`config.mk`:
```
export PLATFORM = sky130hd
export DESIGN_NAME = wildcard_signature_scan_unit
export DESIGN_NICKNAME = d
export VERILOG_FILES = /design/src/design/wss_pkg.sv /design/src/design/wss_cell.sv /design/src/design/wss_tally.sv /design/src/design/wildcard_signature_scan_unit.sv
export SDC_FILE = /design/constraint.sdc
export NUM_CORES = 2
export LEC_CHECK = 0
export BUFFER_PORTS_ARGS = -buffer_cell sky130_fd_sc_hd__buf_4
export CAP_MARGIN = 20
export CORE_UTILIZATION = 53
export DETAILED_ROUTE_END_ITERATION = 16
export PLACE_DENSITY = 0.8
export REMOVE_ABC_BUFFERS = 1
export SYNTH_ARGS = -nofsm -noshare
export SYNTH_HDL_FRONTEND = slang
export SYNTH_HIERARCHICAL = 1
export SYNTH_SLANG_ARGS = --single-unit
```
`constraint.sdc`:
```
create_clock -name clk -period 22.4 [get_ports clk]
set_input_delay 2.24 -clock clk [delete_from_list [all_inputs] [get_ports clk]]
set_output_delay 2.24 -clock clk [all_outputs]
set_load 0.01 [all_outputs]
```
`src/design/wss_pkg.sv`:
```
`timescale 1ns / 1ps
// ----------------------------------------------------------------------------
// wss_pkg
// Shared types, constants and helpers of the wildcard signature scan unit.
// ----------------------------------------------------------------------------
package wss_pkg;

    localparam int PATTERN_BYTES_DEF = 16;
    localparam int PATTERN_COUNT_DEF = 2;
    localparam int OFFSET_BITS_DEF   = 32;

    localparam int CFG_PATTERNS = 2;
    localparam int REG_BYTES    = 16;
    localparam int BYTE_W       = 8;
    localparam int CARE_W       = 16;
    localparam int LEN_W        = 5;
    localparam int CFG_DATA_W   = 64;
    localparam int CFG_INDEX_W  = 4;
    localparam int HIT_OFFSET_W = 32;
    localparam int HIT_COUNT_W  = 8;
    localparam int STATUS_W     = 2;
    localparam int PAT_W        = REG_BYTES * BYTE_W;

    localparam logic [HIT_COUNT_W-1:0] HIT_COUNT_MAX = '1;

    typedef enum logic [CFG_INDEX_W-1:0] {
        REG_P0_LOW  = 4'd0,
        REG_P0_HIGH = 4'd1,
        REG_P1_LOW  = 4'd2,
        REG_P1_HIGH = 4'd3,
        REG_P0_CARE = 4'd4,
        REG_P1_CARE = 4'd5,
        REG_P0_LEN  = 4'd6,
        REG_P1_LEN  = 4'd7
    } cfg_reg_t;

    typedef enum logic [STATUS_W-1:0] {
        STATUS_NONE      = 2'd0,
        STATUS_UNIQUE    = 2'd1,
        STATUS_AMBIGUOUS = 2'd2
    } scan_status_t;

    typedef struct packed {
        scan_status_t            status;
        logic [HIT_OFFSET_W-1:0] offset;
        logic [HIT_COUNT_W-1:0]  count;
    } scan_result_t;

    function automatic logic [BYTE_W-1:0] pattern_byte(input logic [PAT_W-1:0] bytes,
                                                       input logic [3:0] idx);
        logic [PAT_W-1:0] shifted;
        shifted = bytes >> {idx, 3'b000};
        return shifted[BYTE_W-1:0];
    endfunction

endpackage

```
`src/design/wss_cell.sv`:
```
`timescale 1ns / 1ps
// ----------------------------------------------------------------------------
// wss_cell
// One window position: holds a byte, its start mark and its counted mark,
// passes them on each accepted word and compares the incoming byte against
// the pattern byte aligned to this position.
// ----------------------------------------------------------------------------
module wss_cell
    import wss_pkg::*;
#(
    parameter int PATTERN_COUNT = PATTERN_COUNT_DEF
)
(
    input  logic                                 clk,
    input  logic                                 rst_n,
    input  logic                                 step,
    input  logic                                 clear,
    input  logic [BYTE_W-1:0]                    in_byte,
    input  logic                                 in_allowed,
    input  logic                                 in_counted,
    input  logic                                 set_counted,
    input  logic [PATTERN_COUNT-1:0][BYTE_W-1:0] expect_byte,
    input  logic [PATTERN_COUNT-1:0]             care,
    output logic [BYTE_W-1:0]                    byte_q,
    output logic                                 allowed_q,
    output logic                                 counted_q,
    output logic [PATTERN_COUNT-1:0]             mismatch
);

    logic [BYTE_W-1:0] byte_reg;
    logic              allowed_reg;
    logic              counted_reg;
    logic              allowed_next;
    logic              counted_next;

    always_comb
    begin
        for (int p = 0; p < PATTERN_COUNT; p++)
        begin
            mismatch[p] = care[p] && (in_byte != expect_byte[p]);
        end
    end

    always_comb
    begin
        allowed_next = allowed_reg;
        counted_next = counted_reg;
        if (step)
        begin
            allowed_next = clear ? 1'b0 : in_allowed;
            counted_next = clear ? 1'b0 : (in_counted | set_counted);
        end
    end

    always_ff @(posedge clk or negedge rst_n)
    begin
        if (!rst_n)
        begin
            byte_reg <= '0;
        end
        else if (step)
        begin
            byte_reg <= in_byte;
        end
    end

    always_ff @(posedge clk or negedge rst_n)
    begin
        if (!rst_n)
        begin
            allowed_reg <= 1'b0;
            counted_reg <= 1'b0;
        end
        else
        begin
            allowed_reg <= allowed_next;
            counted_reg <= counted_next;
        end
    end

    assign byte_q    = byte_reg;
    assign allowed_q = allowed_reg;
    assign counted_q = counted_reg;

endmodule

```
`src/design/wss_tally.sv`:
```
`timescale 1ns / 1ps
// ----------------------------------------------------------------------------
// wss_tally
// Hit resolution per pattern, byte offset, saturating hit count and lowest
// hit offset; builds the region result on the final word.
// ----------------------------------------------------------------------------
module wss_tally
    import wss_pkg::*;
#(
    parameter int PATTERN_BYTES = PATTERN_BYTES_DEF,
    parameter int PATTERN_COUNT = PATTERN_COUNT_DEF,
    parameter int OFFSET_BITS   = OFFSET_BITS_DEF,
    parameter int CELL_IDX_W    = (PATTERN_BYTES > 1) ? $clog2(PATTERN_BYTES) : 1
)
(
    input  logic                                     clk,
    input  logic                                     rst_n,
    input  logic                                     step,
    input  logic                                     last,
    input  logic [PATTERN_COUNT-1:0]                 enable,
    input  logic [PATTERN_COUNT-1:0][CELL_IDX_W-1:0] tap,
    input  logic [PATTERN_COUNT-1:0][PATTERN_BYTES-1:0] mismatch,
    input  logic [PATTERN_BYTES-1:0]                 allowed_in,
    input  logic [PATTERN_BYTES-1:0]                 counted_in,
    output logic [PATTERN_BYTES-1:0]                 set_counted,
    output scan_result_t                             result
);

    logic [OFFSET_BITS-1:0] pos_reg;
    logic [OFFSET_BITS-1:0] pos_next;
    logic [HIT_COUNT_W-1:0] hits_reg;
    logic [HIT_COUNT_W-1:0] hits_next;
    logic [OFFSET_BITS-1:0] first_reg;
    logic [OFFSET_BITS-1:0] first_next;
    logic [HIT_COUNT_W-1:0] hits_acc;
    logic [OFFSET_BITS-1:0] first_acc;
    logic [PATTERN_COUNT-1:0] hit;
    logic [OFFSET_BITS+HIT_OFFSET_W-1:0] first_wide;

    always_comb
    begin
        logic                   cand;
        logic [OFFSET_BITS-1:0] start;
        hits_acc  = hits_reg;
        first_acc = first_reg;
        hit       = '0;
        for (int p = 0; p < PATTERN_COUNT; p++)
        begin
            cand = enable[p] && allowed_in[tap[p]] && !counted_in[tap[p]]
                   && !(|mismatch[p]);
            for (int q = 0; q < PATTERN_COUNT; q++)
            begin
                if (q < p && hit[q] && (tap[q] == tap[p]))
                begin
                    cand = 1'b0;
                end
            end
            hit[p] = cand;
            start  = pos_reg - OFFSET_BITS'(tap[p]);
            if (cand)
            begin
                if ((hits_acc == '0) || (start < first_acc))
                begin
                    first_acc = start;
                end
                if (hits_acc != HIT_COUNT_MAX)
                begin
                    hits_acc = hits_acc + 1'b1;
                end
            end
        end
    end

    always_comb
    begin
        for (int j = 0; j < PATTERN_BYTES; j++)
        begin
            set_counted[j] = 1'b0;
            for (int p = 0; p < PATTERN_COUNT; p++)
            begin
                if (hit[p] && (int'(tap[p]) == j))
                begin
                    set_counted[j] = 1'b1;
                end
            end
        end
    end

    assign first_wide = {{HIT_OFFSET_W{1'b0}}, first_acc};

    always_comb
    begin
        result.count  = hits_acc;
        result.offset = (hits_acc == '0) ? '0 : first_wide[HIT_OFFSET_W-1:0];
        priority if (hits_acc == '0)
        begin
            result.status = STATUS_NONE;
        end
        else if (hits_acc == HIT_COUNT_W'(1))
        begin
            result.status = STATUS_UNIQUE;
        end
        else
        begin
            result.status = STATUS_AMBIGUOUS;
        end
    end

    always_comb
    begin
        pos_next   = pos_reg;
        hits_next  = hits_reg;
        first_next = first_reg;
        if (step)
        begin
            if (last)
            begin
                pos_next   = '0;
                hits_next  = '0;
                first_next = '0;
            end
            else
            begin
                pos_next   = pos_reg + 1'b1;
                hits_next  = hits_acc;
                first_next = first_acc;
            end
        end
    end

    always_ff @(posedge clk or negedge rst_n)
    begin
        if (!rst_n)
        begin
            pos_reg   <= '0;
            hits_reg  <= '0;
            first_reg <= '0;
        end
        else
        begin
            pos_reg   <= pos_next;
            hits_reg  <= hits_next;
            first_reg <= first_next;
        end
    end

endmodule

```
`src/design/wildcard_signature_scan_unit.sv`:
```
`timescale 1ns / 1ps
// ----------------------------------------------------------------------------
// wildcard_signature_scan_unit
// Streams code bytes through a row of window cells and counts start positions
// where any configured wildcard byte pattern matches; reports on the last byte.
// ----------------------------------------------------------------------------
//  channel   dir  handshake          payload
//  s_*       in   tvalid / tready    tdata: code_byte; tuser: start_allowed;
//                                    tlast: final_byte
//  m_*       out  tvalid / tready    tdata: hit_offset, hit_count; tuser: status
//  cfg_*     in   valid / ready      cfg_index, cfg_data
//
//  One byte per cycle while s_tready is high; every cell compares its byte in the same cycle.
//  The final byte's result is registered into m_*, or into the second slot while m_* holds a result not read then.
//  Two result slots: s_tready drops only while both hold unread results.
//  cfg_ready is always high. Reset clears all scan state and config registers, not the result data registers.
// ----------------------------------------------------------------------------
module wildcard_signature_scan_unit
    import wss_pkg::*;
#(
    parameter int PATTERN_BYTES = PATTERN_BYTES_DEF,
    parameter int PATTERN_COUNT = PATTERN_COUNT_DEF,
    parameter int OFFSET_BITS   = OFFSET_BITS_DEF
)
(
    input  logic                                 clk,
    input  logic                                 rst_n,
    input  logic                                 s_tvalid,
    output logic                                 s_tready,
    input  logic [BYTE_W-1:0]                    s_tdata,   // [7:0] code_byte
    input  logic                                 s_tuser,   // [0] start_allowed
    input  logic                                 s_tlast,
    output logic                                 m_tvalid,
    input  logic                                 m_tready,
    output logic [HIT_OFFSET_W+HIT_COUNT_W-1:0]  m_tdata,   // [31:0] hit_offset, [39:32] hit_count
    output logic [STATUS_W-1:0]                  m_tuser,   // [1:0] scan_status
    input  logic                                 cfg_valid,
    output logic                                 cfg_ready,
    input  logic [CFG_INDEX_W-1:0]               cfg_index,
    input  logic [CFG_DATA_W-1:0]                cfg_data
);

    localparam int CELL_IDX_W = (PATTERN_BYTES > 1) ? $clog2(PATTERN_BYTES) : 1;

    logic [PAT_W-1:0]  pat_reg  [CFG_PATTERNS];
    logic [CARE_W-1:0] care_reg [CFG_PATTERNS];
    logic [LEN_W-1:0]  len_reg  [CFG_PATTERNS];

    logic step;
    logic clear;

    logic [PATTERN_COUNT-1:0]                    enable;
    logic [PATTERN_COUNT-1:0][CELL_IDX_W-1:0]    tap;
    logic [PATTERN_COUNT-1:0][BYTE_W-1:0]        cell_expect [PATTERN_BYTES];
    logic [PATTERN_COUNT-1:0]                    cell_care   [PATTERN_BYTES];
    logic [PATTERN_COUNT-1:0]                    cell_mis    [PATTERN_BYTES];
    logic [PATTERN_COUNT-1:0][PATTERN_BYTES-1:0] mismatch;

    logic [BYTE_W-1:0]        byte_in  [PATTERN_BYTES];
    logic [BYTE_W-1:0]        byte_q   [PATTERN_BYTES];
    logic [PATTERN_BYTES-1:0] allowed_in;
    logic [PATTERN_BYTES-1:0] allowed_q;
    logic [PATTERN_BYTES-1:0] counted_in;
    logic [PATTERN_BYTES-1:0] counted_q;
    logic [PATTERN_BYTES-1:0] set_counted;

    scan_result_t result;
    scan_result_t out_reg;
    scan_result_t out_next;
    scan_result_t skid_reg;
    scan_result_t skid_next;
    logic         out_valid_reg;
    logic         out_valid_next;
    logic         skid_valid_reg;
    logic         skid_valid_next;
    logic         push;
    logic         pop;

    assign cfg_ready = 1'b1;
    assign s_tready  = !skid_valid_reg;
    assign step      = s_tvalid && s_tready;
    assign clear     = s_tlast;

    always_ff @(posedge clk or negedge rst_n)
    begin
        if (!rst_n)
        begin
            for (int p = 0; p < CFG_PATTERNS; p++)
            begin
                pat_reg[p]  <= '0;
                care_reg[p] <= '0;
                len_reg[p]  <= '0;
            end
        end
        else if (cfg_valid && cfg_ready)
        begin
            unique case (cfg_index)
                REG_P0_LOW:  pat_reg[0][63:0]   <= cfg_data;
                REG_P0_HIGH: pat_reg[0][127:64] <= cfg_data;
                REG_P1_LOW:  pat_reg[1][63:0]   <= cfg_data;
                REG_P1_HIGH: pat_reg[1][127:64] <= cfg_data;
                REG_P0_CARE: care_reg[0]        <= cfg_data[CARE_W-1:0];
                REG_P1_CARE: care_reg[1]        <= cfg_data[CARE_W-1:0];
                REG_P0_LEN:  len_reg[0]         <= cfg_data[LEN_W-1:0];
                REG_P1_LEN:  len_reg[1]         <= cfg_data[LEN_W-1:0];
                default:     ;
            endcase
        end
    end

    always_comb
    begin
        logic [LEN_W-1:0] len;
        int               last_idx;
        int               idx;
        for (int p = 0; p < PATTERN_COUNT; p++)
        begin
            len = '0;
            if (p < CFG_PATTERNS)
            begin
                len = len_reg[p];
            end
            enable[p] = (len != '0) && (int'(len) <= PATTERN_BYTES)
                        && (int'(len) <= REG_BYTES);
            last_idx  = int'(len) - 1;
            tap[p]    = CELL_IDX_W'(last_idx);
            for (int j = 0; j < PATTERN_BYTES; j++)
            begin
                idx = last_idx - j;
                cell_expect[j][p] = '0;
                cell_care[j][p]   = 1'b0;
                if (p < CFG_PATTERNS && idx >= 0 && idx < REG_BYTES)
                begin
                    cell_expect[j][p] = pattern_byte(pat_reg[p], 4'(idx));
                    cell_care[j][p]   = enable[p] && care_reg[p][4'(idx)];
                end
            end
        end
    end

    always_comb
    begin
        for (int j = 0; j < PATTERN_BYTES; j++)
        begin
            if (j == 0)
            begin
                byte_in[j]    = s_tdata;
                allowed_in[j] = s_tuser;
                counted_in[j] = 1'b0;
            end
            else
            begin
                byte_in[j]    = byte_q[j-1];
                allowed_in[j] = allowed_q[j-1];
                counted_in[j] = counted_q[j-1];
            end
            for (int p = 0; p < PATTERN_COUNT; p++)
            begin
                mismatch[p][j] = cell_mis[j][p];
            end
        end
    end

    for (genvar j = 0; j < PATTERN_BYTES; j++)
    begin : g_cell
        wss_cell #(
            .PATTERN_COUNT (PATTERN_COUNT)
        ) u_cell (
            .clk         (clk),
            .rst_n       (rst_n),
            .step        (step),
            .clear       (clear),
            .in_byte     (byte_in[j]),
            .in_allowed  (allowed_in[j]),
            .in_counted  (counted_in[j]),
            .set_counted (set_counted[j]),
            .expect_byte (cell_expect[j]),
            .care        (cell_care[j]),
            .byte_q      (byte_q[j]),
            .allowed_q   (allowed_q[j]),
            .counted_q   (counted_q[j]),
            .mismatch    (cell_mis[j])
        );
    end

    wss_tally #(
        .PATTERN_BYTES (PATTERN_BYTES),
        .PATTERN_COUNT (PATTERN_COUNT),
        .OFFSET_BITS   (OFFSET_BITS),
        .CELL_IDX_W    (CELL_IDX_W)
    ) u_tally (
        .clk         (clk),
        .rst_n       (rst_n),
        .step        (step),
        .last        (s_tlast),
        .enable      (enable),
        .tap         (tap),
        .mismatch    (mismatch),
        .allowed_in  (allowed_in),
        .counted_in  (counted_in),
        .set_counted (set_counted),
        .result      (result)
    );

    assign push = step && s_tlast;
    assign pop  = out_valid_reg && m_tready;

    always_comb
    begin
        out_next        = out_reg;
        skid_next       = skid_reg;
        out_valid_next  = out_valid_reg;
        skid_valid_next = skid_valid_reg;
        priority if (skid_valid_reg)
        begin
            if (pop)
            begin
                out_next        = skid_reg;
                skid_valid_next = 1'b0;
            end
        end
        else if (!out_valid_reg || pop)
        begin
            out_valid_next = push;
            if (push)
            begin
                out_next = result;
            end
        end
        else if (push)
        begin
            skid_next       = result;
            skid_valid_next = 1'b1;
        end
    end

    always_ff @(posedge clk)
    begin
        out_reg  <= out_next;
        skid_reg <= skid_next;
    end

    always_ff @(posedge clk or negedge rst_n)
    begin
        if (!rst_n)
        begin
            out_valid_reg  <= 1'b0;
            skid_valid_reg <= 1'b0;
        end
        else
        begin
            out_valid_reg  <= out_valid_next;
            skid_valid_reg <= skid_valid_next;
        end
    end

    assign m_tvalid = out_valid_reg;
    assign m_tdata  = {out_reg.count, out_reg.offset};
    assign m_tuser  = out_reg.status;

endmodule
```
After elaboration in Yosys (flattened, before gate mapping)

Cells that the tools add are included.

Register bits after elaboration: 606
Bits of input ports: 83
Output and inout bits: 45
Logic and storage cells: 746

$add $sub $neg: 37
Order comparisons: 102
Eq/ne operators: 72
Shift operators: 32
Muxes and demuxes: 251
Bitwise operators: 16
Reduce and logical (&&, ||, !) cells: 172

Operators with widths:

| operator                                                   | number |
|---|---|
| >> shifter 128 x 7 -> 8 bit                                | 32 |
| 2-to-1 mux 8 bit                                           | 37 |
| != test 8 bit                                              | 32 |
| 2-to-1 mux 32 bit                                          | 7 |
| >= comparator 7 x 1 -> 1 bit, second input constant        | 30 |
| less-than comparator 7 x 6 -> 1 bit, second input constant | 30 |
| less-than comparator 4 x 6 -> 1 bit, second input constant | 32 |
| 2-to-1 mux 42 bit                                          | 4 |
| 2-to-1 mux 1 bit                                           | 165 |
| binary-select mux 1 bit (select 4 bit)                     | 36 |
| logical AND 1 bit                                          | 140 |
| subtractor 6 x 5 -> 7 bit, second input constant           | 16 |
| equality test 4 bit, second input constant                 | 16 |
| less-than comparator 32 bit                                | 2 |
| subtractor 32 x 4 -> 32 bit                                | 2 |
| subtractor 6 x 4 -> 7 bit, second input constant           | 8 |
| equality test 4 x 3 -> 1 bit, second input constant        | 12 |
| adder 32 x 1 -> 32 bit, second input constant              | 1 |
| OR reduction 16 bit                                        | 2 |
| subtractor 6 x 3 -> 7 bit, second input constant           | 4 |
| equality test 4 x 2 -> 1 bit, second input constant        | 6 |
| zero test 8 bit                                            | 3 |
| AND reduction 2 bit                                        | 9 |
| adder 8 x 1 -> 8 bit, second input constant                | 2 |
| 20 further kinds                                           | 54 |

Longest topological paths before layout

Depth after elaboration: 21
Gate-level depth with buffers: 41

Modules after synthesis

Netlist, hierarchy kept.

By module, submodules not included:

| module                       | times used | cells an instance | area an instance (µm²) |
|---|---|---|---|
| wildcard_signature_scan_unit | 1          | 2751              | 31126.1 |
| wss_cell                     | 16         | 47                | 560.5 |
| wss_tally                    | 1          | 1031              | 8495.6 |

Worst setup path before layout

No wires, ideal clock.

Path kind: register to register
From: register len_reg[5] in the netlist's numbering
To: register out_reg (netlist bit m_tdata[4]), data pin
Library setup time: 0.260 ns
Arrival time: 8.879 ns
Data required time: 22.140 ns
Path slack: 13.261 ns
Cell stages (with the launch flop): 39
Path through: dfrtp_1 buf_2 clkinv_1 buf_1 ha_1 xor2_1 clkbuf_1 buf_1 clkbuf_1 inv_1 ha_1 nor2b_1 o21a_1 nor3_1 nand2_1 nor3_1 xor2_1 ha_1 [3 not listed] nor2_1 o31ai_1 o221ai_1 buf_2 mux2i_1 ha_1 a21o_1 a21o_1 a21o_1 a21o_1 a221o_1 a21oi_1 o2111ai_1 o32ai_2 buf_2 mux2i_1 a21oi_2 mux2_2

RTL lines:

| item                 | RTL line                            | source |
|---|---|---|
| from (decl)          | wildcard_signature_scan_unit.sv:47  | `logic [LEN_W-1:0] len_reg [CFG_PATTERNS];` |
| to (signal assigned) | wildcard_signature_scan_unit.sv:239 | `out_reg <= out_next;` |
| to (decl)            | wildcard_signature_scan_unit.sv:68  | `scan_result_t out_reg;` |

==> results.sh <==
export IMPL_status="finished clean"
export IMPL_first_iter_violations=4766
export IMPL_register_area_mm2=0.0156
export IMPL_fin_crit_ns=11.63
export IMPL_ant_nets=0
export IMPL_setup_viol=0
export IMPL_power_density_mw_per_mm2=172
export IMPL_post_cts_resized=0
export IMPL_multi_input_area_mm2=0.0310
export IMPL_cts_setup_buffers=0
export IMPL_dpl_hpwl_um=122000
export IMPL_grt_met1_usage_pct=47.1
export IMPL_place_congestion=1.06
export IMPL_die_area_mm2=0.0922
export IMPL_worstPathArrival_ns=12.05
export IMPL_areaGrowthSynthToFinish_pct=9.15
export IMPL_maxSlewHeadroom_pct=18.1
export IMPL_power_frac_seq_pct=21.4
export IMPL_p_clk_share_pct=13.8
export IMPL_cts_tree="done"
export IMPL_critPathMaxFanout=58
export IMPL_wl_um=166000
export IMPL_hold_buffers=0
export IMPL_syn_instance_count=4508
export IMPL_clk_pin_slew_ns=0.07
export IMPL_dr_pass1_iters=6
export IMPL_clk_path_buf_depth=3
export IMPL_power_mw=9.05
export IMPL_use_met3_pct=8.15
export IMPL_worstSetupStartpointType="flop"
export IMPL_critPathSlowestCell="dfrtp_4"
export IMPL_worstSetupStartpoint="len_reg[5]$_DFFE_PN0P_"
export IMPL_nets=4655
export IMPL_worst_setup_path_end_kind="flop"
export IMPL_grt_max_degree=177
export IMPL_finalMaxSlewViolations=0
export IMPL_num_io_pins=128
export IMPL_tightest_slew_ns=1.22
export IMPL_drive_gt1_share_pct=28.9
export IMPL_grt_overflow_total=0
export IMPL_fin_crit_sh_pct=51.9
export IMPL_core_area_mm2=0.0900
export IMPL_die_width_um=304
export IMPL_grt_usage_pct=35.8
export IMPL_path_class="reg -> reg"
export IMPL_grt_busiest_layer="met2"
export IMPL_hold_path_class="reg -> reg"
export IMPL_root_buffer="clkbuf_16"
export IMPL_rsz0062_at_grt="false"
export IMPL_cts_sinks=606
export IMPL_critical_path_required_ns=22.83
export IMPL_drv_cap=0
export IMPL_internal_power_mw=4.55
export IMPL_hold_ws_ns=0.531
export IMPL_vias_per_cell=6.77
export IMPL_numCtsBuffers=72
export IMPL_switchingPower_mw=4.50
export IMPL_start_util_pct=53.6
export IMPL_yosysWarnings=6
export IMPL_avgSynthCellArea_um2=10.7
export IMPL_first_global_vias=36721
export IMPL_drt_wirelength_per_cell_um=29.1
export IMPL_hp_start="g_cell[14].u_cell/allowed_q$_DFFE_PN0P_"
export IMPL_num_fill_cells=7455
export IMPL_antenna_found_initial=5
export IMPL_power_frac_comb_pct=64.8
export IMPL_drc=0
export IMPL_die_y_um=304
export IMPL_skew_ns=0.0400
export IMPL_grt_pass1_wl_um=242000
export IMPL_r2r_start="len_reg[5]$_DFFE_PN0P_"
export IMPL_critPathMaxStageDelay_ns=0.98
export IMPL_vdd_drop_max_uv=154
export IMPL_clk_latency_ns=0.67
export IMPL_largest_reg_flops=256
export IMPL_h_tree_depth=3
export IMPL_met2_usage_pct=54.9
export IMPL_io_buffer_count=126
export IMPL_p_leak_nw=22.2
export IMPL_fmax_mhz=86.0
export IMPL_swShare_pct=49.7
export IMPL_rows=110
export IMPL_cp_common_cell="a21o_1"
export IMPL_hold_viol=0
export IMPL_syn_cell_area_mm2=0.0482
export IMPL_num_vias=38667
power by group through the flow:
stage                     logic (mW)  clock network (mW)  registers (mW)
final                           5.86                1.25            1.94
after CTS                       5.67                1.26            1.91
after global placement          5.55                   0            1.91
after floorplan                 4.09                   0            1.76
after global routing            6.17                1.30            1.96
after detailed placement        5.64                   0            1.92
worst paths after layout:
path | end | slack, ns | depth (start not counted)
worst min register to register | g_cell[14].u_cell/allowed_q$_DFFE_PN0P_ | 0.53 | 2
max in group asynchronous | len_reg[5]$_DFFE_PN0P_ | 18.27 | 4
worst max-delay path | m_tdata[1]$_DFFE_PP_ | 10.77 | 34
min in group asynchronous | pat_reg[166]$_DFFE_PN0P_ | 1.58 | 1
worst min-delay path | g_cell[14].u_cell/allowed_q$_DFFE_PN0P_ | 0.53 | 2
worst max register to register | m_tdata[1]$_DFFE_PP_ | 10.77 | 34
cell type report:
cell class | instances | share of cell area [%]
multi-input combinational | 3460 | 58.9
sequential | 606 | 29.6
clock buffer | 97 | 3.88
timing repair buffer | 199 | 3.01
tap | 1176 | 2.80
inverter | 134 | 0.966
clock inverter | 36 | 0.851
antenna | 1 | 0.00476
routing by layer:
metal	part of all wire, %	wire [um]
met2	45	74500
met3	10	16800
met5	0.0078	13
met4	5.9	9860
met1	39	64900
critical path: cells and delay by family, from the launching register on:
family | cells | cell delay (ns)
XOR/XNOR | 2 | 0.86
flip-flops | 1 | 0.98
multiplexers | 3 | 0.89
buffers and inverters | 5 | 2.07
AO/OA/AOI/OAI | 17 | 4.37
adder cells (fa/ha/maj) | 3 | 0.80
AND/OR/NAND/NOR | 4 | 1.37
placed cells by master, fill, tap and decap left out, types with 9 or more instances in the layout:
cell type / count
a2111oi_0: 9
a211oi_1: 212
a21boi_1: 32
a21o_1: 25
a21oi_1: 131
a21oi_2: 30
and2_1: 44
and3_1: 34
buf_4: 190
clkbuf_1: 15
clkbuf_16: 76
clkinv_2: 15
dfrtp_1: 519
edfxtp_1: 84
ha_1: 94
inv_1: 124
mux2_1: 11
mux2_2: 680
mux2i_1: 373
mux4_2: 206
nand2_1: 194
nand2b_1: 20
nand3_1: 45
nand3b_1: 22
nand4_1: 29
nor2_1: 311
nor2b_1: 80
nor3_1: 55
nor3b_1: 16
nor4_1: 85
o21ai_0: 110
o21ai_1: 16
o221ai_1: 9
o22ai_1: 36
o311a_1: 10
o31ai_1: 11
xnor2_1: 44
xnor2_2: 12
xor2_1: 313
per-stage QoR:
step	instances	setup slack, ns	TNS [ns]	util [%]	area [um2]
after global placement	5567	11.35	0	55.6	50000
after CTS	5704	11.07	0	58.4	52500
after floorplan	4200	-1.05	-83.29	-	46800
after detailed placement	5571	11.15	0	55.6	50000
final	5709	10.77	0	58.5	52600
after global routing	5708	10.44	0	58.4	52600
Power figures use the tool's default switching activity.
